File: config.mk
export PLATFORM = sky130hd
export DESIGN_NAME = servo_pan_tilt_smoother_top_flat
export DESIGN_NICKNAME = d
export VERILOG_FILES = /design/src/design/svpt_pkg.sv /design/src/design/svpt_if.sv /design/src/design/svpt_mul.sv /design/src/design/svpt_div.sv /design/src/design/svpt_axis.sv /design/src/design/servo_pan_tilt_smoother_top.sv /design/src/flat_wrapper.sv
export SDC_FILE = /design/constraint.sdc
export NUM_CORES = 1
export LEC_CHECK = 0
export BUFFER_PORTS_ARGS = -buffer_cell sky130_fd_sc_hd__buf_2
export CAP_MARGIN = 5
export CELL_PAD_IN_SITES_DETAIL_PLACEMENT = 1
export CELL_PAD_IN_SITES_GLOBAL_PLACEMENT = 1
export CORE_MARGIN = 2
export CORE_UTILIZATION = 54
export CTS_CLUSTER_DIAMETER = 80
export CTS_CLUSTER_SIZE = 12
export DETAILED_ROUTE_END_ITERATION = 16
export PLACE_DENSITY_LB_ADDON = 0.3
export SETUP_SLACK_MARGIN = 0.15
export SYNTH_ARGS = -nofsm -noshare
export SYNTH_HDL_FRONTEND = slang
export SYNTH_SLANG_ARGS = --single-unit
File: constraint.sdc
create_clock -name clock -period 12.05 [get_ports clock]
set_clock_uncertainty 0.15 [all_clocks]
set_input_delay 3.0125 -clock clock [delete_from_list [all_inputs] [get_ports clock]]
set_output_delay 3.0125 -clock clock [all_outputs]
set_load 0.01 [all_outputs]
File: src/design/svpt_pkg.sv
// ----------------------------------------------------------------------------
// Servo pan/tilt smoother package
// Shared constants, payload types and control structs for the smoother.
// ----------------------------------------------------------------------------
package svpt_pkg;

   localparam int DUTY_BITS = 14;
   localparam int DIGIT_W = 2;
   localparam int DIGIT_MAX = (1 << DIGIT_W) - 1;

   localparam int PAN_LIMIT = 11520;
   localparam int TILT_LIMIT = 7680;
   localparam int PERIOD_US = 20000;
   localparam int GAIN_FRAC = 8;

   localparam int TARGET_W = 16;
   localparam int ANGLE_W = 15;
   localparam int ANGLE_TILT_W = 14;
   localparam int DUTY_W = 14;
   localparam int GAIN_W = 9;
   localparam int DEADBAND_W = 12;
   localparam int PULSE_W = 15;
   localparam int PLS_W = PULSE_W + 1;
   localparam int SUM_W = 18;

   localparam int CSR_INDEX_W = 2;
   localparam int CSR_DATA_W = 15;

   localparam int GAIN_RESET = 38;
   localparam int DEADBAND_RESET = 128;
   localparam int PULSE_MIN_RESET = 1000;
   localparam int PULSE_MAX_RESET = 2000;

   localparam int MC_W = 16;
   localparam int MR_W = ((PULSE_W + DIGIT_W - 1) / DIGIT_W) * DIGIT_W;
   localparam int PROD_W = MC_W + MR_W;
   localparam int MUL_STEPS = MR_W / DIGIT_W;
   localparam int MUL_CNT_W = $clog2(MUL_STEPS);

   localparam int REM_W = 15;
   localparam int QUOT_MIN_W = (DUTY_BITS + 2 > 16) ? DUTY_BITS + 2 : 16;
   localparam int QUOT_W = ((QUOT_MIN_W + DIGIT_W - 1) / DIGIT_W) * DIGIT_W;
   localparam int DVD_W = QUOT_W + REM_W;
   localparam int DIV_STEPS = QUOT_W / DIGIT_W;
   localparam int DIV_CNT_W = $clog2(DIV_STEPS);

   localparam int DUTY_MAX = (1 << DUTY_BITS) - 1;
   localparam int DUTY_EXT_W = (DUTY_BITS > DUTY_W) ? DUTY_BITS : DUTY_W;

   typedef enum logic [CSR_INDEX_W-1:0] {
      CSR_GAIN,
      CSR_DEADBAND,
      CSR_PULSE_MIN,
      CSR_PULSE_MAX
   } csr_index_type;

   typedef logic signed [TARGET_W-1:0] target_type;
   typedef logic signed [ANGLE_W-1:0] angle_type;
   typedef logic signed [MC_W-1:0] mc_type;
   typedef logic signed [PROD_W-1:0] prod_type;

   typedef struct packed {
      logic [GAIN_W-1:0]     gain;
      logic [DEADBAND_W-1:0] deadband;
      logic [PULSE_W-1:0]    pulse_min_us;
      logic [PULSE_W-1:0]    pulse_max_us;
   } cfg_type;

   typedef struct packed {
      logic start;
      logic ack;
   } axis_ctrl_type;

   typedef struct packed {
      logic idle;
      logic done;
   } axis_status_type;

endpackage

File: src/design/svpt_if.sv
// ----------------------------------------------------------------------------
// Servo pan/tilt smoother channels
// Valid/ready request and response channels with their payloads.
// ----------------------------------------------------------------------------
interface svpt_req_if;
   logic                  valid;
   logic                  ready;
   svpt_pkg::target_type  target_pan;
   svpt_pkg::target_type  target_tilt;

   modport source (output valid, output target_pan, output target_tilt, input ready);
   modport sink (input valid, input target_pan, input target_tilt, output ready);
endinterface

interface svpt_rsp_if;
   logic                                     valid;
   logic                                     ready;
   logic [svpt_pkg::DUTY_W-1:0]              duty_pan;
   logic [svpt_pkg::DUTY_W-1:0]              duty_tilt;
   logic signed [svpt_pkg::ANGLE_W-1:0]      angle_pan;
   logic signed [svpt_pkg::ANGLE_TILT_W-1:0] angle_tilt;

   modport source (output valid, output duty_pan, output duty_tilt, output angle_pan,
                   output angle_tilt, input ready);
   modport sink (input valid, input duty_pan, input duty_tilt, input angle_pan,
                 input angle_tilt, output ready);
endinterface

File: src/design/svpt_mul.sv
// ----------------------------------------------------------------------------
// Servo pan/tilt smoother digit-serial multiplier
// Signed by unsigned shift-and-add multiplier, one digit of the multiplier
// per cycle, least significant digit first.
// ----------------------------------------------------------------------------
module svpt_mul (
   input  logic                          clock,
   input  logic                          reset,
   input  logic                          start,
   input  svpt_pkg::mc_type              mcand,
   input  logic [svpt_pkg::MR_W-1:0]     mplier,
   output logic                          done,
   output svpt_pkg::prod_type            product
);

   typedef logic signed [svpt_pkg::MC_W+svpt_pkg::DIGIT_W-1:0] hi_type;

   svpt_pkg::mc_type                  mcand_ff, mcand_in;
   hi_type                            hi_ff, hi_in, addend, hi_sum;
   logic [svpt_pkg::MR_W-1:0]         lo_ff, lo_in;
   logic [svpt_pkg::MUL_CNT_W-1:0]    cnt_ff, cnt_in;
   logic                              busy_ff, busy_in;
   logic                              done_ff, done_in;
   logic [svpt_pkg::DIGIT_W-1:0]      digit;

   always_comb begin
      digit = lo_ff[svpt_pkg::DIGIT_W-1:0];
      addend = '0;
      for (int b = 0; b < svpt_pkg::DIGIT_W; b++) begin
         if (digit[b]) begin
            addend = addend + (hi_type'(mcand_ff) <<< b);
         end
      end
      hi_sum = hi_ff + addend;

      mcand_in = mcand_ff;
      hi_in = hi_ff;
      lo_in = lo_ff;
      cnt_in = cnt_ff;
      busy_in = busy_ff;
      done_in = 1'b0;
      if (start) begin
         mcand_in = mcand;
         hi_in = '0;
         lo_in = mplier;
         cnt_in = svpt_pkg::MUL_CNT_W'(svpt_pkg::MUL_STEPS - 1);
         busy_in = 1'b1;
      end else if (busy_ff) begin
         hi_in = hi_sum >>> svpt_pkg::DIGIT_W;
         lo_in = {hi_sum[svpt_pkg::DIGIT_W-1:0], lo_ff[svpt_pkg::MR_W-1:svpt_pkg::DIGIT_W]};
         cnt_in = cnt_ff - 1'b1;
         if (cnt_ff == '0) begin
            busy_in = 1'b0;
            done_in = 1'b1;
         end
      end
   end

   always_ff @(posedge clock) begin
      if (reset) begin
         busy_ff <= 1'b0;
         done_ff <= 1'b0;
         cnt_ff <= '0;
      end else begin
         busy_ff <= busy_in;
         done_ff <= done_in;
         cnt_ff <= cnt_in;
      end
   end

   always_ff @(posedge clock) begin
      mcand_ff <= mcand_in;
      hi_ff <= hi_in;
      lo_ff <= lo_in;
   end

   assign done = done_ff;
   assign product = svpt_pkg::prod_type'({hi_ff, lo_ff});

endmodule

File: src/design/svpt_div.sv
// ----------------------------------------------------------------------------
// Servo pan/tilt smoother digit-serial divider
// Restoring divider by a small held divisor, one quotient digit per cycle,
// most significant digit first.
// ----------------------------------------------------------------------------
module svpt_div (
   input  logic                           clock,
   input  logic                           reset,
   input  logic                           start,
   input  logic [svpt_pkg::DVD_W-1:0]     dividend,
   input  logic [svpt_pkg::REM_W-1:0]     divisor,
   output logic                           done,
   output logic [svpt_pkg::QUOT_W-1:0]    quotient
);

   typedef logic [svpt_pkg::REM_W+svpt_pkg::DIGIT_W-1:0] wide_type;

   logic [svpt_pkg::REM_W-1:0]       rem_ff, rem_in;
   logic [svpt_pkg::QUOT_W-1:0]      low_ff, low_in;
   wide_type                         mult_ff [svpt_pkg::DIGIT_MAX+1];
   wide_type                         mult_in [svpt_pkg::DIGIT_MAX+1];
   wide_type                         rem_sh, rem_diff;
   logic [svpt_pkg::DIGIT_W-1:0]     qd;
   logic [svpt_pkg::DIV_CNT_W-1:0]   cnt_ff, cnt_in;
   logic                             busy_ff, busy_in;
   logic                             done_ff, done_in;

   always_comb begin
      for (int k = 0; k <= svpt_pkg::DIGIT_MAX; k++) begin
         mult_in[k] = wide_type'(divisor) * wide_type'(k);
      end

      rem_sh = {rem_ff, low_ff[svpt_pkg::QUOT_W-1 -: svpt_pkg::DIGIT_W]};
      qd = '0;
      for (int k = 1; k <= svpt_pkg::DIGIT_MAX; k++) begin
         if (rem_sh >= mult_ff[k]) begin
            qd = svpt_pkg::DIGIT_W'(k);
         end
      end
      rem_diff = rem_sh - mult_ff[qd];

      rem_in = rem_ff;
      low_in = low_ff;
      cnt_in = cnt_ff;
      busy_in = busy_ff;
      done_in = 1'b0;
      if (start) begin
         rem_in = dividend[svpt_pkg::DVD_W-1:svpt_pkg::QUOT_W];
         low_in = dividend[svpt_pkg::QUOT_W-1:0];
         cnt_in = svpt_pkg::DIV_CNT_W'(svpt_pkg::DIV_STEPS - 1);
         busy_in = 1'b1;
      end else if (busy_ff) begin
         rem_in = rem_diff[svpt_pkg::REM_W-1:0];
         low_in = {low_ff[svpt_pkg::QUOT_W-svpt_pkg::DIGIT_W-1:0], qd};
         cnt_in = cnt_ff - 1'b1;
         if (cnt_ff == '0) begin
            busy_in = 1'b0;
            done_in = 1'b1;
         end
      end
   end

   always_ff @(posedge clock) begin
      if (reset) begin
         busy_ff <= 1'b0;
         done_ff <= 1'b0;
         cnt_ff <= '0;
      end else begin
         busy_ff <= busy_in;
         done_ff <= done_in;
         cnt_ff <= cnt_in;
      end
   end

   always_ff @(posedge clock) begin
      rem_ff <= rem_in;
      low_ff <= low_in;
      if (start) begin
         mult_ff <= mult_in;
      end
   end

   assign done = done_ff;
   assign quotient = low_ff;

endmodule

File: src/design/svpt_axis.sv
// ----------------------------------------------------------------------------
// Servo pan/tilt smoother axis lane
// Clamps and deadbands one target, steps the smoothed angle toward it and
// maps the angle to a PWM duty count, using a serial multiplier and divider.
// ----------------------------------------------------------------------------
module svpt_axis (
   input  logic                           clock,
   input  logic                           reset,
   input  logic                           axis_sel,
   input  svpt_pkg::axis_ctrl_type        ctrl,
   input  svpt_pkg::cfg_type              cfg,
   input  svpt_pkg::target_type           target,
   output svpt_pkg::axis_status_type      status,
   output logic [svpt_pkg::DUTY_W-1:0]    duty,
   output svpt_pkg::angle_type            angle
);

   typedef logic signed [svpt_pkg::SUM_W-1:0] sum_type;

   typedef enum logic [3:0] {
      ST_IDLE,
      ST_DIFF,
      ST_GATE,
      ST_GAIN_WAIT,
      ST_SPAN,
      ST_SPAN_WAIT,
      ST_LIM_WAIT,
      ST_PERIOD,
      ST_PERIOD_WAIT,
      ST_DONE
   } state_type;

   state_type                             state_ff;
   svpt_pkg::angle_type                   tgt_ff;
   svpt_pkg::angle_type                   cur_ff;
   svpt_pkg::mc_type                      diff_ff;
   svpt_pkg::mc_type                      mcand_ff;
   logic [svpt_pkg::MR_W-1:0]             mplier_ff;
   logic                                  mul_start_ff;
   logic [svpt_pkg::DVD_W-1:0]            dividend_ff;
   logic [svpt_pkg::REM_W-1:0]            divisor_ff;
   logic                                  div_start_ff;
   logic [svpt_pkg::PLS_W-1:0]            pulse_ff;
   logic [svpt_pkg::DUTY_EXT_W-1:0]       duty_ff;

   svpt_pkg::angle_type                   lim;
   logic [svpt_pkg::REM_W-1:0]            lim_divisor;
   svpt_pkg::mc_type                      db_s;
   logic                                  in_band;
   logic [svpt_pkg::PULSE_W-1:0]          span;
   sum_type                               step_sum;
   sum_type                               off_sum;
   logic [svpt_pkg::DVD_W-1:0]            pulse_ext;
   logic [svpt_pkg::DVD_W-1:0]            period_dvd;
   logic                                  mul_done;
   svpt_pkg::prod_type                    mul_product;
   logic                                  div_done;
   logic [svpt_pkg::QUOT_W-1:0]           div_quot;

   function automatic svpt_pkg::angle_type clamp_angle(input sum_type value,
                                                       input svpt_pkg::angle_type limit);
      sum_type bound;
      bound = sum_type'(limit);
      if (value > bound) begin
         return limit;
      end
      if (value < -bound) begin
         return -limit;
      end
      return svpt_pkg::angle_type'(value);
   endfunction

   svpt_mul u_mul (
      .clock   (clock),
      .reset   (reset),
      .start   (mul_start_ff),
      .mcand   (mcand_ff),
      .mplier  (mplier_ff),
      .done    (mul_done),
      .product (mul_product)
   );

   svpt_div u_div (
      .clock    (clock),
      .reset    (reset),
      .start    (div_start_ff),
      .dividend (dividend_ff),
      .divisor  (divisor_ff),
      .done     (div_done),
      .quotient (div_quot)
   );

   always_comb begin
      lim = axis_sel ? svpt_pkg::angle_type'(svpt_pkg::TILT_LIMIT)
                     : svpt_pkg::angle_type'(svpt_pkg::PAN_LIMIT);
      lim_divisor = axis_sel ? svpt_pkg::REM_W'(2 * svpt_pkg::TILT_LIMIT)
                             : svpt_pkg::REM_W'(2 * svpt_pkg::PAN_LIMIT);
      db_s = svpt_pkg::mc_type'({1'b0, cfg.deadband});
      in_band = (diff_ff < db_s) && (diff_ff > -db_s);
      span = (cfg.pulse_max_us >= cfg.pulse_min_us) ?
             cfg.pulse_max_us - cfg.pulse_min_us : '0;
      step_sum = sum_type'($signed(mul_product[svpt_pkg::PROD_W-1:svpt_pkg::GAIN_FRAC]))
                 + sum_type'(cur_ff);
      off_sum = sum_type'(cur_ff) + sum_type'(lim);
      pulse_ext = svpt_pkg::DVD_W'(pulse_ff);
      period_dvd = (pulse_ext << svpt_pkg::DUTY_BITS) - pulse_ext;
   end

   always_ff @(posedge clock) begin
      if (reset) begin
         state_ff <= ST_IDLE;
         cur_ff <= '0;
         mul_start_ff <= 1'b0;
         div_start_ff <= 1'b0;
      end else begin
         mul_start_ff <= 1'b0;
         div_start_ff <= 1'b0;
         case (state_ff)
            ST_IDLE: begin
               if (ctrl.start) begin
                  tgt_ff <= clamp_angle(sum_type'(target), lim);
                  state_ff <= ST_DIFF;
               end
            end
            ST_DIFF: begin
               diff_ff <= svpt_pkg::mc_type'(tgt_ff) - svpt_pkg::mc_type'(cur_ff);
               state_ff <= ST_GATE;
            end
            ST_GATE: begin
               mcand_ff <= in_band ? '0 : diff_ff;
               mplier_ff <= svpt_pkg::MR_W'(cfg.gain);
               mul_start_ff <= 1'b1;
               state_ff <= ST_GAIN_WAIT;
            end
            ST_GAIN_WAIT: begin
               if (mul_done) begin
                  cur_ff <= clamp_angle(step_sum, lim);
                  state_ff <= ST_SPAN;
               end
            end
            ST_SPAN: begin
               mcand_ff <= svpt_pkg::mc_type'(off_sum);
               mplier_ff <= svpt_pkg::MR_W'(span);
               mul_start_ff <= 1'b1;
               state_ff <= ST_SPAN_WAIT;
            end
            ST_SPAN_WAIT: begin
               if (mul_done) begin
                  dividend_ff <= svpt_pkg::DVD_W'($unsigned(mul_product));
                  divisor_ff <= lim_divisor;
                  div_start_ff <= 1'b1;
                  state_ff <= ST_LIM_WAIT;
               end
            end
            ST_LIM_WAIT: begin
               if (div_done) begin
                  pulse_ff <= svpt_pkg::PLS_W'(cfg.pulse_min_us)
                              + svpt_pkg::PLS_W'(div_quot[svpt_pkg::PULSE_W-1:0]);
                  state_ff <= ST_PERIOD;
               end
            end
            ST_PERIOD: begin
               dividend_ff <= period_dvd;
               divisor_ff <= svpt_pkg::REM_W'(svpt_pkg::PERIOD_US);
               div_start_ff <= 1'b1;
               state_ff <= ST_PERIOD_WAIT;
            end
            ST_PERIOD_WAIT: begin
               if (div_done) begin
                  duty_ff <= (div_quot > svpt_pkg::QUOT_W'(svpt_pkg::DUTY_MAX)) ?
                             svpt_pkg::DUTY_EXT_W'(svpt_pkg::DUTY_MAX) :
                             svpt_pkg::DUTY_EXT_W'(div_quot);
                  state_ff <= ST_DONE;
               end
            end
            ST_DONE: begin
               if (ctrl.ack) begin
                  state_ff <= ST_IDLE;
               end
            end
            default: begin
               state_ff <= ST_IDLE;
            end
         endcase
      end
   end

   assign status.idle = (state_ff == ST_IDLE);
   assign status.done = (state_ff == ST_DONE);
   assign duty = duty_ff[svpt_pkg::DUTY_W-1:0];
   assign angle = cur_ff;

endmodule

File: src/design/servo_pan_tilt_smoother_top.sv
// ----------------------------------------------------------------------------
// Servo pan/tilt smoother
// Smooths pan/tilt servo targets and maps them to PWM duty counts.
// ----------------------------------------------------------------------------
// A request on req_if carries a pan and a tilt target in 1/256 degree.
// The response on rsp_if carries the two duty counts and the two smoothed
// angles after the update. There is exactly one response per request.
// The csr port writes the gain, deadband and pulse limits; it must only be
// written while no request is in flight.
// Each axis runs in its own lane with a multiplier and a divider that
// handle two bits per cycle. Each update takes two multiplies and two
// divides per lane plus the steps around them. A new request is taken
// in the cycle after the previous response is loaded, so a request is
// not accepted while the previous one is still in flight.
// The response sits in an output register, so a stalled receiver does not
// block the next request; the one after that waits until the response is
// taken. Reset restores the register defaults and zeroes both angles.
// ----------------------------------------------------------------------------
module servo_pan_tilt_smoother_top (
   input  logic                                clock,
   input  logic                                reset,
   svpt_req_if.sink                            req_if,
   svpt_rsp_if.source                          rsp_if,
   input  logic                                csr_we,
   input  logic [svpt_pkg::CSR_INDEX_W-1:0]    csr_index,
   input  logic [svpt_pkg::CSR_DATA_W-1:0]     csr_wdata
);

   svpt_pkg::cfg_type                       cfg_ff;
   svpt_pkg::axis_ctrl_type                 axis_ctrl;
   svpt_pkg::axis_status_type               pan_status;
   svpt_pkg::axis_status_type               tilt_status;
   logic [svpt_pkg::DUTY_W-1:0]             pan_duty;
   logic [svpt_pkg::DUTY_W-1:0]             tilt_duty;
   svpt_pkg::angle_type                     pan_angle;
   svpt_pkg::angle_type                     tilt_angle;
   logic                                    load_out;
   logic                                    rsp_valid_ff;
   logic [svpt_pkg::DUTY_W-1:0]             duty_pan_ff;
   logic [svpt_pkg::DUTY_W-1:0]             duty_tilt_ff;
   svpt_pkg::angle_type                     angle_pan_ff;
   logic signed [svpt_pkg::ANGLE_TILT_W-1:0] angle_tilt_ff;

   always_ff @(posedge clock) begin
      if (reset) begin
         cfg_ff.gain <= svpt_pkg::GAIN_W'(svpt_pkg::GAIN_RESET);
         cfg_ff.deadband <= svpt_pkg::DEADBAND_W'(svpt_pkg::DEADBAND_RESET);
         cfg_ff.pulse_min_us <= svpt_pkg::PULSE_W'(svpt_pkg::PULSE_MIN_RESET);
         cfg_ff.pulse_max_us <= svpt_pkg::PULSE_W'(svpt_pkg::PULSE_MAX_RESET);
      end else if (csr_we) begin
         case (csr_index)
            svpt_pkg::CSR_GAIN: begin
               cfg_ff.gain <= csr_wdata[svpt_pkg::GAIN_W-1:0];
            end
            svpt_pkg::CSR_DEADBAND: begin
               cfg_ff.deadband <= csr_wdata[svpt_pkg::DEADBAND_W-1:0];
            end
            svpt_pkg::CSR_PULSE_MIN: begin
               cfg_ff.pulse_min_us <= csr_wdata[svpt_pkg::PULSE_W-1:0];
            end
            svpt_pkg::CSR_PULSE_MAX: begin
               cfg_ff.pulse_max_us <= csr_wdata[svpt_pkg::PULSE_W-1:0];
            end
            default: begin
            end
         endcase
      end
   end

   assign req_if.ready = pan_status.idle & tilt_status.idle;
   assign load_out = pan_status.done & tilt_status.done & (~rsp_valid_ff | rsp_if.ready);
   assign axis_ctrl.start = req_if.valid & req_if.ready;
   assign axis_ctrl.ack = load_out;

   svpt_axis u_pan (
      .clock    (clock),
      .reset    (reset),
      .axis_sel (1'b0),
      .ctrl     (axis_ctrl),
      .cfg      (cfg_ff),
      .target   (req_if.target_pan),
      .status   (pan_status),
      .duty     (pan_duty),
      .angle    (pan_angle)
   );

   svpt_axis u_tilt (
      .clock    (clock),
      .reset    (reset),
      .axis_sel (1'b1),
      .ctrl     (axis_ctrl),
      .cfg      (cfg_ff),
      .target   (req_if.target_tilt),
      .status   (tilt_status),
      .duty     (tilt_duty),
      .angle    (tilt_angle)
   );

   always_ff @(posedge clock) begin
      if (reset) begin
         rsp_valid_ff <= 1'b0;
      end else if (load_out) begin
         rsp_valid_ff <= 1'b1;
      end else if (rsp_if.ready) begin
         rsp_valid_ff <= 1'b0;
      end
   end

   always_ff @(posedge clock) begin
      if (load_out) begin
         duty_pan_ff <= pan_duty;
         duty_tilt_ff <= tilt_duty;
         angle_pan_ff <= pan_angle;
         angle_tilt_ff <= $signed(tilt_angle[svpt_pkg::ANGLE_TILT_W-1:0]);
      end
   end

   assign rsp_if.valid = rsp_valid_ff;
   assign rsp_if.duty_pan = duty_pan_ff;
   assign rsp_if.duty_tilt = duty_tilt_ff;
   assign rsp_if.angle_pan = angle_pan_ff;
   assign rsp_if.angle_tilt = angle_tilt_ff;

endmodule
File: src/flat_wrapper.sv
// flat-port wrapper written by rule: the top's interface ports become plain ports
module servo_pan_tilt_smoother_top_flat 
  (clock, reset, csr_we, csr_index, csr_wdata, req_if_valid, req_if_target_pan, req_if_target_tilt, req_if_ready, rsp_if_valid, rsp_if_duty_pan, rsp_if_duty_tilt, rsp_if_angle_pan, rsp_if_angle_tilt, rsp_if_ready);
  svpt_req_if req_if_i ();
  svpt_rsp_if rsp_if_i ();
  input  logic clock;
  input  logic reset;
  input  logic csr_we;
  input  logic [svpt_pkg::CSR_INDEX_W-1:0] csr_index;
  input  logic [svpt_pkg::CSR_DATA_W-1:0] csr_wdata;
  input wire logic [$bits(req_if_i.valid)-1:0] req_if_valid;
  input wire logic [$bits(req_if_i.target_pan)-1:0] req_if_target_pan;
  input wire logic [$bits(req_if_i.target_tilt)-1:0] req_if_target_tilt;
  output wire logic [$bits(req_if_i.ready)-1:0] req_if_ready;
  output wire logic [$bits(rsp_if_i.valid)-1:0] rsp_if_valid;
  output wire logic [$bits(rsp_if_i.duty_pan)-1:0] rsp_if_duty_pan;
  output wire logic [$bits(rsp_if_i.duty_tilt)-1:0] rsp_if_duty_tilt;
  output wire logic [$bits(rsp_if_i.angle_pan)-1:0] rsp_if_angle_pan;
  output wire logic [$bits(rsp_if_i.angle_tilt)-1:0] rsp_if_angle_tilt;
  input wire logic [$bits(rsp_if_i.ready)-1:0] rsp_if_ready;
  assign req_if_i.valid = req_if_valid;
  assign req_if_i.target_pan = req_if_target_pan;
  assign req_if_i.target_tilt = req_if_target_tilt;
  assign req_if_ready = req_if_i.ready;
  assign rsp_if_valid = rsp_if_i.valid;
  assign rsp_if_duty_pan = rsp_if_i.duty_pan;
  assign rsp_if_duty_tilt = rsp_if_i.duty_tilt;
  assign rsp_if_angle_pan = rsp_if_i.angle_pan;
  assign rsp_if_angle_tilt = rsp_if_i.angle_tilt;
  assign rsp_if_i.ready = rsp_if_ready;
  servo_pan_tilt_smoother_top u_core (.clock(clock), .reset(reset), .req_if(req_if_i), .rsp_if(rsp_if_i), .csr_we(csr_we), .csr_index(csr_index), .csr_wdata(csr_wdata));
endmodule
==> run_results.csv, run 1 <==
group,metric,value,unit
run_status,status,"completed",
yosys,ys_ff_latch,592,
clock_network,cts.path.max_buffers,3,
sta,setup_tns,0,ns
global_routing,grt_max_degree,64,
sta,slew_violations,0,
global_routing,grt_pass1_vias,28103,
critical_path,worstReg2RegEnd,"u_core.u_tilt.u_mul.hi_ff[15]",
floorplanning,row_count,93,
yosys,seq_area_frac_synth,46.94,%
layout,final_cell_mix,"446 x edfxtp_1, 362 x nand2_1, 292 x ha_1, 255 x nor2_1, 189 x a21oi_1",
yosys,ys_warn_count,0,
detailed_routing,route.detailed.drc,0,
pwr,power_density,159.9,nW/µm²
critical_path,required,12.38,ns
placed_design,dp_hpwl,75450,µm
sta,fmax,188.3,MHz
sta,hold_violations,0,
global_routing,grt_pass1_wl,156400,µm
layout,drive_above_1_share,10.58,%
layout,regArea,16320,µm²
layout,largest_reg_flops,51,
sta,slew_headroom,15.17,%
pwr,p_leak,0.01464,µW
critical_path,worstRegToRegCells,20,
placed_design,portBuffers,112,
floorplanning,initial_utilization,54.31,%
floorplanning,die_h,257.7,µm
critical_path,cp.arrival,5.64,ns
layout,antenna_cells,0,
yosys,synth_edf_count,446,
yosys,avgSynthCellArea,10.28,µm²
yosys,synthCells,3382,
run,max-cap-violations,0,
floorplanning,fp.coreArea,64000,µm²
clock_network,path_clk_slew,0.06,ns
detailed_routing,via_per_inst,6.154,
yosys,synthFlopType,"edfxtp_1",
sta,timing.final.crit_share,44.07,%
detailed_routing,drt-wirelength-per-cell,22.79,µm
clock_network,root_buffer,"clkbuf_16",
pwr,vdd_drop_max,0.1021,mV
sta,rsz0062_at_grt,"false",
clock_network,cts_tree,"yes",
clock_network,cts_hold_buf,0,
critical_path,setup.worst_path.end_class,"flip-flop",
layout,nets,3815,
layout,layout_commonest_cell,"edfxtp_1",
yosys,synth_nets,3739,
yosys,synthDistinctLibCells,94,
detailed_routing,drt_iter0_drc,1950,
global_routing,grt-ovfl-total,0,
min_path,min_path_cells,0,
floorplanning,io_pins,113,
detailed_routing,antenna_left,0,
min_path,min_from,"u_core.u_tilt.duty[9]",
global_routing,grtUsageTotal,29.58,%
clock_network,cts_resized,0,
clock_network,cts_buffers,56,
detailed_routing,dr.pass1.iters,5,
sta,period_needed,5.311,ns
floorplanning,dieWidth,257.7,µm
detailed_routing,route.vias.total,26836,
min_path,hold_end,"u_core.rsp_if.duty_tilt[9]",
critical_path,critical_path_class,"flip-flop to flip-flop",
placed_design,gp_congestion,0.8991,
layout,reg_top3,"u_core.cfg_ff (51), u_core.u_pan.dividend_ff (31), u_core.u_tilt.dividend_ff (31)",
yosys,syn_area,34760,µm²
critical_path,cp-start-kind,"flip-flop",
layout,nFillCells,7009,
critical_path,r2r_start,"u_core.u_tilt.u_mul.lo_ff[0]",
floorplanning,die-area,66410,µm²
layout,area_growth,8.902,%
clock_network,cts.sinks,592,
yosys,async_reset_ff_share,0,%
sta,tightest_slew,1.271,ns
sta,setup_viol,0,
layout,regMostFlops,"u_core.cfg_ff",
sta,holdWs,0.2657,ns
critical_path,worst-path-max-fanout,21,
detailed_routing,wirelength,99380,µm
critical_path,regToRegSetupSlack,6.74,ns
clock_network,post-cts-setup-buffer-count,0,
min_path,min_path_type,"flip-flop to flip-flop",
layout,multi_input_area,17380,µm²
layout,final_util,59.15,%
global_routing,antenna_found_initial,0,
clock_network,clk-insertion-delay-late,0.63,ns
clock_network,cts_max_level,2,
-- layer usage --
layer	up-vias	share of wire, %	track usage (%)
li1	12425	-	-
met1	13496	44	39.82
met2	768	49	51.32
met3	147	5.0	3.200
met4	0	2.2	7.097
met5	-	0	0
-- critical path: stages, from the launching register on --
cell and delay, ns:
edfxtp_1 0.66, and2_1 0.28, ha_1 0.24, fa_1 0.43
a21oi_1 0.24, o211ai_1 0.15, or4_1 0.48, a31oi_1 0.36
nand2b_1 0.12, a21oi_1 0.19, xnor2_1 0.08, mux2_2 0.26
ha_1 0.34, or2_2 0.29, a21oi_1 0.16, a21oi_1 0.08
a31oi_1 0.22, xor2_1 0.16, nor2_1 0.07, xnor2_1 0.16
nor2_1 0.06
-- cells in the mapped netlist, types with 55 or more instances --
master / n / share of area (%)
clkbuf_1: 106 / 1.1
nor2_1: 256 / 2.8
nand3_1: 57 / 0.82
a21o_1: 55 / 1.2
o21ai_0: 188 / 2.7
inv_1: 187 / 2.0
edfxtp_1: 446 / 39
xnor2_1: 138 / 3.5
dfxtp_1: 146 / 8.4
and2_1: 56 / 1.0
nor3_1: 79 / 1.1
mux2_2: 92 / 3.0
nand2_1: 362 / 3.9
ha_1: 292 / 11
a21oi_1: 189 / 2.7
xor2_1: 77 / 1.9
-- cells by family after synthesis --
kind of cell / after synthesis / synth area share [%]
XOR/XNOR: 216 / 5.464
AND/OR/NAND/NOR: 1091 / 15.15
flip-flops: 592 / 46.94
buffers and inverters: 304 / 3.355
multiplexers: 131 / 4.118
AO/OA/AOI/OAI: 745 / 13.83
adder cells (fa/ha/maj): 303 / 11.14
-- metrics by stage --
stage	instance area [µm²]	cells	total power [µW]	worst slack [ns]
6_report	37850	4361	6053	6.739
5_1_grt	37850	4361	6341	6.358
4_1_cts	37850	4360	6062	6.773
3_5_place_dp	36200	4254	4382	6.415
3_3_place_gp	36200	4254	4232	6.744
2_1_floorplan	34760	3382	3844	4.459
-- area by class of cell --
| type | count | area share, % |
|---|---|---|
| clock buffer | 102 | 4.271 |
| multi-input combinational | 2486 | 45.90 |
| timing repair buffer | 135 | 1.944 |
| sequential | 592 | 43.12 |
| inverter | 187 | 1.854 |
| tap | 855 | 2.826 |
| clock inverter | 4 | 0.08924 |
-- worst max path at each step --
| stage | end | startpoint | depth (start not counted) |
|---|---|---|---|
| final | u_core.u_tilt.u_mul.hi_ff[15] | u_core.u_tilt.u_mul.lo_ff[0] | 20 |
| after floorplan | u_core.u_pan.dividend_ff[0] | reset | 3 |
| after global placement | u_core.u_tilt.angle[6] | rsp_if_ready | 10 |
| after global routing | u_core.u_pan.u_div.rem_ff[14] | u_core.u_pan.u_div.mult_ff[6] | 21 |
| after CTS | req_if_ready | u_core.u_pan.state_ff[0] | 3 |
| after detailed placement | u_core.u_tilt.angle[5] | rsp_if_ready | 10 |
-- power by group --
part | internal, µW | total, µW | switching, µW
registers | 2430 | 2660 | 235
clock network | 901 | 1670 | 773
logic | 700 | 1720 | 1020
No activity file was read; power rests on OpenSTA's default activity.
==> inputs of run 2 (changes only) <==
--- a/config.mk
+++ b/config.mk
@@ -5,12 +5,13 @@
 export SDC_FILE = /design/constraint.sdc
 export NUM_CORES = 1
 export LEC_CHECK = 0
+export ABC_AREA = 1
 export BUFFER_PORTS_ARGS = -buffer_cell sky130_fd_sc_hd__buf_2
 export CAP_MARGIN = 5
 export CELL_PAD_IN_SITES_DETAIL_PLACEMENT = 1
 export CELL_PAD_IN_SITES_GLOBAL_PLACEMENT = 1
 export CORE_MARGIN = 2
-export CORE_UTILIZATION = 54
+export CORE_UTILIZATION = 44
 export CTS_CLUSTER_DIAMETER = 80
 export CTS_CLUSTER_SIZE = 12
 export DETAILED_ROUTE_END_ITERATION = 16
==> constraint.sdc (replaced) <==
create_clock -name clock -period 4.4 [get_ports clock]
set_clock_uncertainty 0.15 [all_clocks]
set_input_delay 1.1 -clock clock [delete_from_list [all_inputs] [get_ports clock]]
set_output_delay 1.1 -clock clock [all_outputs]
set_load 0.01 [all_outputs]
==> run 2 against run 1 <==
Effect of this change: routed wire length grew 10%; sequential power grew to 2.6 times the previous value; clock power grew to 2.9 times the previous value; maximum frequency grew 27%; combinational power grew 140%; register-to-register slack lost 6.5 ns; total power grew to 2.6 times the previous value; area after synthesis grew 2.1%; setup slack lost 6.5 ns; critical endpoint is now u_core.u_pan.u_mul.hi_ff[15].
==> run_results.csv, run 2 <==
group,metric,value,unit
clock_network,path_clk_slew,0.06,ns
detailed_routing,dr.pass1.iters,5,
pwr,p_leak,0.01734,µW
yosys,seq_area_frac_synth,45.97,%
placed_design,portBuffers,112,
yosys,ys_ff_latch,592,
clock_network,cts_buffers,58,
sta,fmax,239.4,MHz
layout,drive_above_1_share,9.407,%
critical_path,crit_slowest_cell,"edfxtp_1",
global_routing,met2_usage,46.83,%
pwr,power_density,402.0,nW/µm²
floorplanning,initial_utilization,44.28,%
run,max-cap-violations,0,
yosys,ys_warn_count,0,
critical_path,worstRegToRegCells,27,
global_routing,met3_usage,3.391,%
sta,slew_violations,0,
placed_design,dp_hpwl,82620,µm
yosys,yosysTopAreaCell,"edfxtp_1",
critical_path,worstReg2RegEnd,"u_core.u_pan.u_mul.hi_ff[15]",
critical_path,critical_path_class,"flip-flop to flip-flop",
detailed_routing,route.vias.total,29939,
detailed_routing,drt_iter0_drc,1543,
floorplanning,fp.coreArea,80160,µm²
clock_network,cts_max_level,2,
sta,setup_viol,0,
layout,antenna_cells,0,
yosys,synthFlopType,"edfxtp_1",
global_routing,grt-ovfl-total,0,
yosys,synthCells,4221,
sta,timing.final.crit_share,94.95,%
detailed_routing,antenna_left,0,
placed_design,postPlaceCellArea,37530,µm²
floorplanning,die-area,82960,µm²
clock_network,clk-insertion-delay-late,0.65,ns
sta,slew_headroom,23.86,%
sta,rsz0062_at_grt,"true",
pwr,power,16000,µW
clock_network,root_buffer,"clkbuf_16",
layout,reg_top3,"u_core.cfg_ff (51), u_core.u_pan.dividend_ff (31), u_core.u_tilt.dividend_ff (31)",
detailed_routing,route.detailed.drc,0,
pwr,p_clk_share,29.8,%
layout,instances_no_fill,5493,
pwr,p_int,10570,µW
detailed_routing,drt-wirelength-per-cell,19.96,µm
yosys,synth_edf_count,446,
critical_path,regToRegSetupSlack,0.22,ns
clock_network,cts_tree,"yes",
global_routing,grt_pass1_wl,169900,µm
floorplanning,row_count,104,
run_status,status,"completed",
yosys,syn_area,35500,µm²
global_routing,grtUsageTotal,26.02,%
detailed_routing,wirelength,109600,µm
yosys,async_reset_ff_share,0,%
critical_path,required,4.82,ns
critical_path,worst-path-max-fanout,5,
placed_design,dp_cells,5354,
pwr,p_sw_share,33.97,%
critical_path,cp.arrival,4.60,ns
global_routing,antenna_found_initial,5,
pwr,power_switching,5436,µW
sta,period_needed,4.178,ns
clock_network,cts.sinks,592,
layout,largest_reg_flops,51,
global_routing,gr-max-usage-layer,"met2",
yosys,synthDistinctLibCells,57,
min_path,min_path_type,"flip-flop to flip-flop",
global_routing,grt_max_degree,64,
yosys,yosysMostFrequentCell,"nand2_1",
floorplanning,die_h,288.0,µm
pwr,vdd_drop_max,0.3066,mV
layout,regMostFlops,"u_core.cfg_ff",
min_path,min_path_cells,0,
global_routing,use_met1,32.32,%
critical_path,max_stage_delay,0.50,ns
clock_network,cts.path.max_buffers,3,
critical_path,r2r_start,"u_core.u_pan.u_mul.lo_ff[0]",
detailed_routing,via_per_inst,5.450,
layout,area_growth,12.15,%
yosys,synth.top_cells.by_count,"1,037 x nand2_1, 519 x inv_1, 446 x edfxtp_1",
sta,hold_violations,0,
min_path,min_from,"u_core.u_pan.duty[0]",
floorplanning,dieWidth,288.0,µm
floorplanning,io_pins,113,
yosys,synth.top_cell.area_share,37.73,%
yosys,avgSynthCellArea,8.409,µm²
critical_path,cp-start-kind,"flip-flop",
global_routing,grt_pass1_vias,31214,
critical_path,setup.worst_path.end_class,"flip-flop",
sta,tightest_slew,1.140,ns
layout,nFillCells,9685,
placed_design,gp_congestion,0.8979,
layout,nets,4740,
yosys,synth_area_leaders,"edfxtp_1 38%, nand2_1 11%, ha_1 10%, dfxtp_1 8.2%, inv_1 5.5%",
sta,setup_tns,0,ns
yosys,synth_nets,4578,
layout,layout_commonest_cell,"nand2_1",
layout,final_cell_mix,"1,017 x nand2_1, 509 x inv_1, 446 x edfxtp_1, 345 x nor2_1, 288 x a21oi_1",
layout,design_area,39810,µm²
pwr,power_frac_comb,26.2,%
min_path,hold_end,"u_core.rsp_if.duty_pan[0]",
pwr,seqPwrFrac,44.0,%
==> run 2: changes by cell type in the layout (fill, tap and decap cells not counted), sizes merged, moves of 39 or more <==
cell	before	now
nand2	362	1045
and2	56	3
inv	190	526
buf	135	196
a21o	59	13
nand3	58	255
nor2	256	357
xor2	77	116
o21ai	203	312
a21oi	191	304
or3	40	0
xnor2	139	37
mux2	93	0
==> run 2: per-stage QoR <==
step,hold WS [ns],utilization (%),setup WS (ns)
global route,0.2686,49.66,-0.07653
finish,0.2678,49.66,0.2221
detailed placement,0.2552,46.82,-0.1426
global placement,0.2519,46.82,0.1104
CTS,0.2675,49.02,0.1552
floorplan,0.2503,-,0.1562
==> run 2: per-layer routing <==
metal	wire, µm	share of wire [%]	vias up
li1	-	-	14566
met1	47420	43	14688
met2	55010	50	491
met3	3876	3.5	188
met4	3281	3.0	6
met5	39	0.036	-
==> run 2: worst max-delay path: cells and delay by family, from the launching register on <==
kind            cells  cell delay [ns]
compound gates      5             0.90
simple gates       15             1.45
fa+ha+maj           3             0.86
flops               1             0.50
buf+inv             4             0.26
==> run 2: area by class of cell <==
class                           instances  area, µm²  area share [%]
Sequential cell                       592      16320           40.99
Clock buffer                          101       1634           4.105
Inverter                              526       1977           4.966
Multi-Input combinational cell       3009      17260           43.36
Tap cell                             1060       1326           3.332
Clock inverter                          9      82.58          0.2074
Timing Repair Buffer                  196       1210           3.039
==> run 2: logic make-up (layout without fill, tap and decap cells) <==
group | count (synthesis) | in the layout | share of synthesized area [%]
XOR/XNOR | 153 | 153 | 3.775
adder cells (fa/ha/maj) | 303 | 303 | 10.91
AO/OA/AOI/OAI | 767 | 767 | 11.90
buffers and inverters | 620 | 832 | 6.609
AND/OR/NAND/NOR | 1786 | 1786 | 20.84
flip-flops | 592 | 592 | 45.97
==> run 2: worst max-delay path by stage <==
stage / start / to / slack [ns] / cells past startpoint
finish: u_core.u_pan.u_mul.lo_ff[0] / u_core.u_pan.u_mul.hi_ff[15] / 0.22 / 27
global route: u_core.u_pan.u_mul.lo_ff[0] / u_core.u_pan.u_mul.hi_ff[15] / -0.08 / 27
floorplan: u_core.u_tilt.u_mul.lo_ff[0] / u_core.u_tilt.u_mul.hi_ff[15] / 0.16 / 29
CTS: u_core.u_pan.u_div.mult_ff[6] / u_core.u_pan.u_div.rem_ff[13] / 0.16 / 28
global placement: u_core.u_pan.u_mul.lo_ff[0] / u_core.u_pan.u_mul.hi_ff[15] / 0.11 / 26
detailed placement: u_core.u_pan.u_mul.lo_ff[0] / u_core.u_pan.u_mul.hi_ff[15] / -0.14 / 26
==> run 2: timing repair <==
item                                    in CTS  in global routing
endpoints found under the hold margin        0                  0
hold buffers                                 0                  0
resized for setup                           10                 91
endpoints found under the setup margin       5                 42
setup buffers                                4                 25
pin swaps                                    2                 43
==> run 2: power by group through the flow <==
stage / clock network [µW] / registers [µW] / logic [µW]
detailed placement: 0 / 7140 / 3980
global route: 5060 / 7060 / 4750
floorplan: 0 / 6890 / 2930
CTS: 4860 / 7030 / 4050
finish: 4770 / 7030 / 4200
global placement: 0 / 7140 / 3850
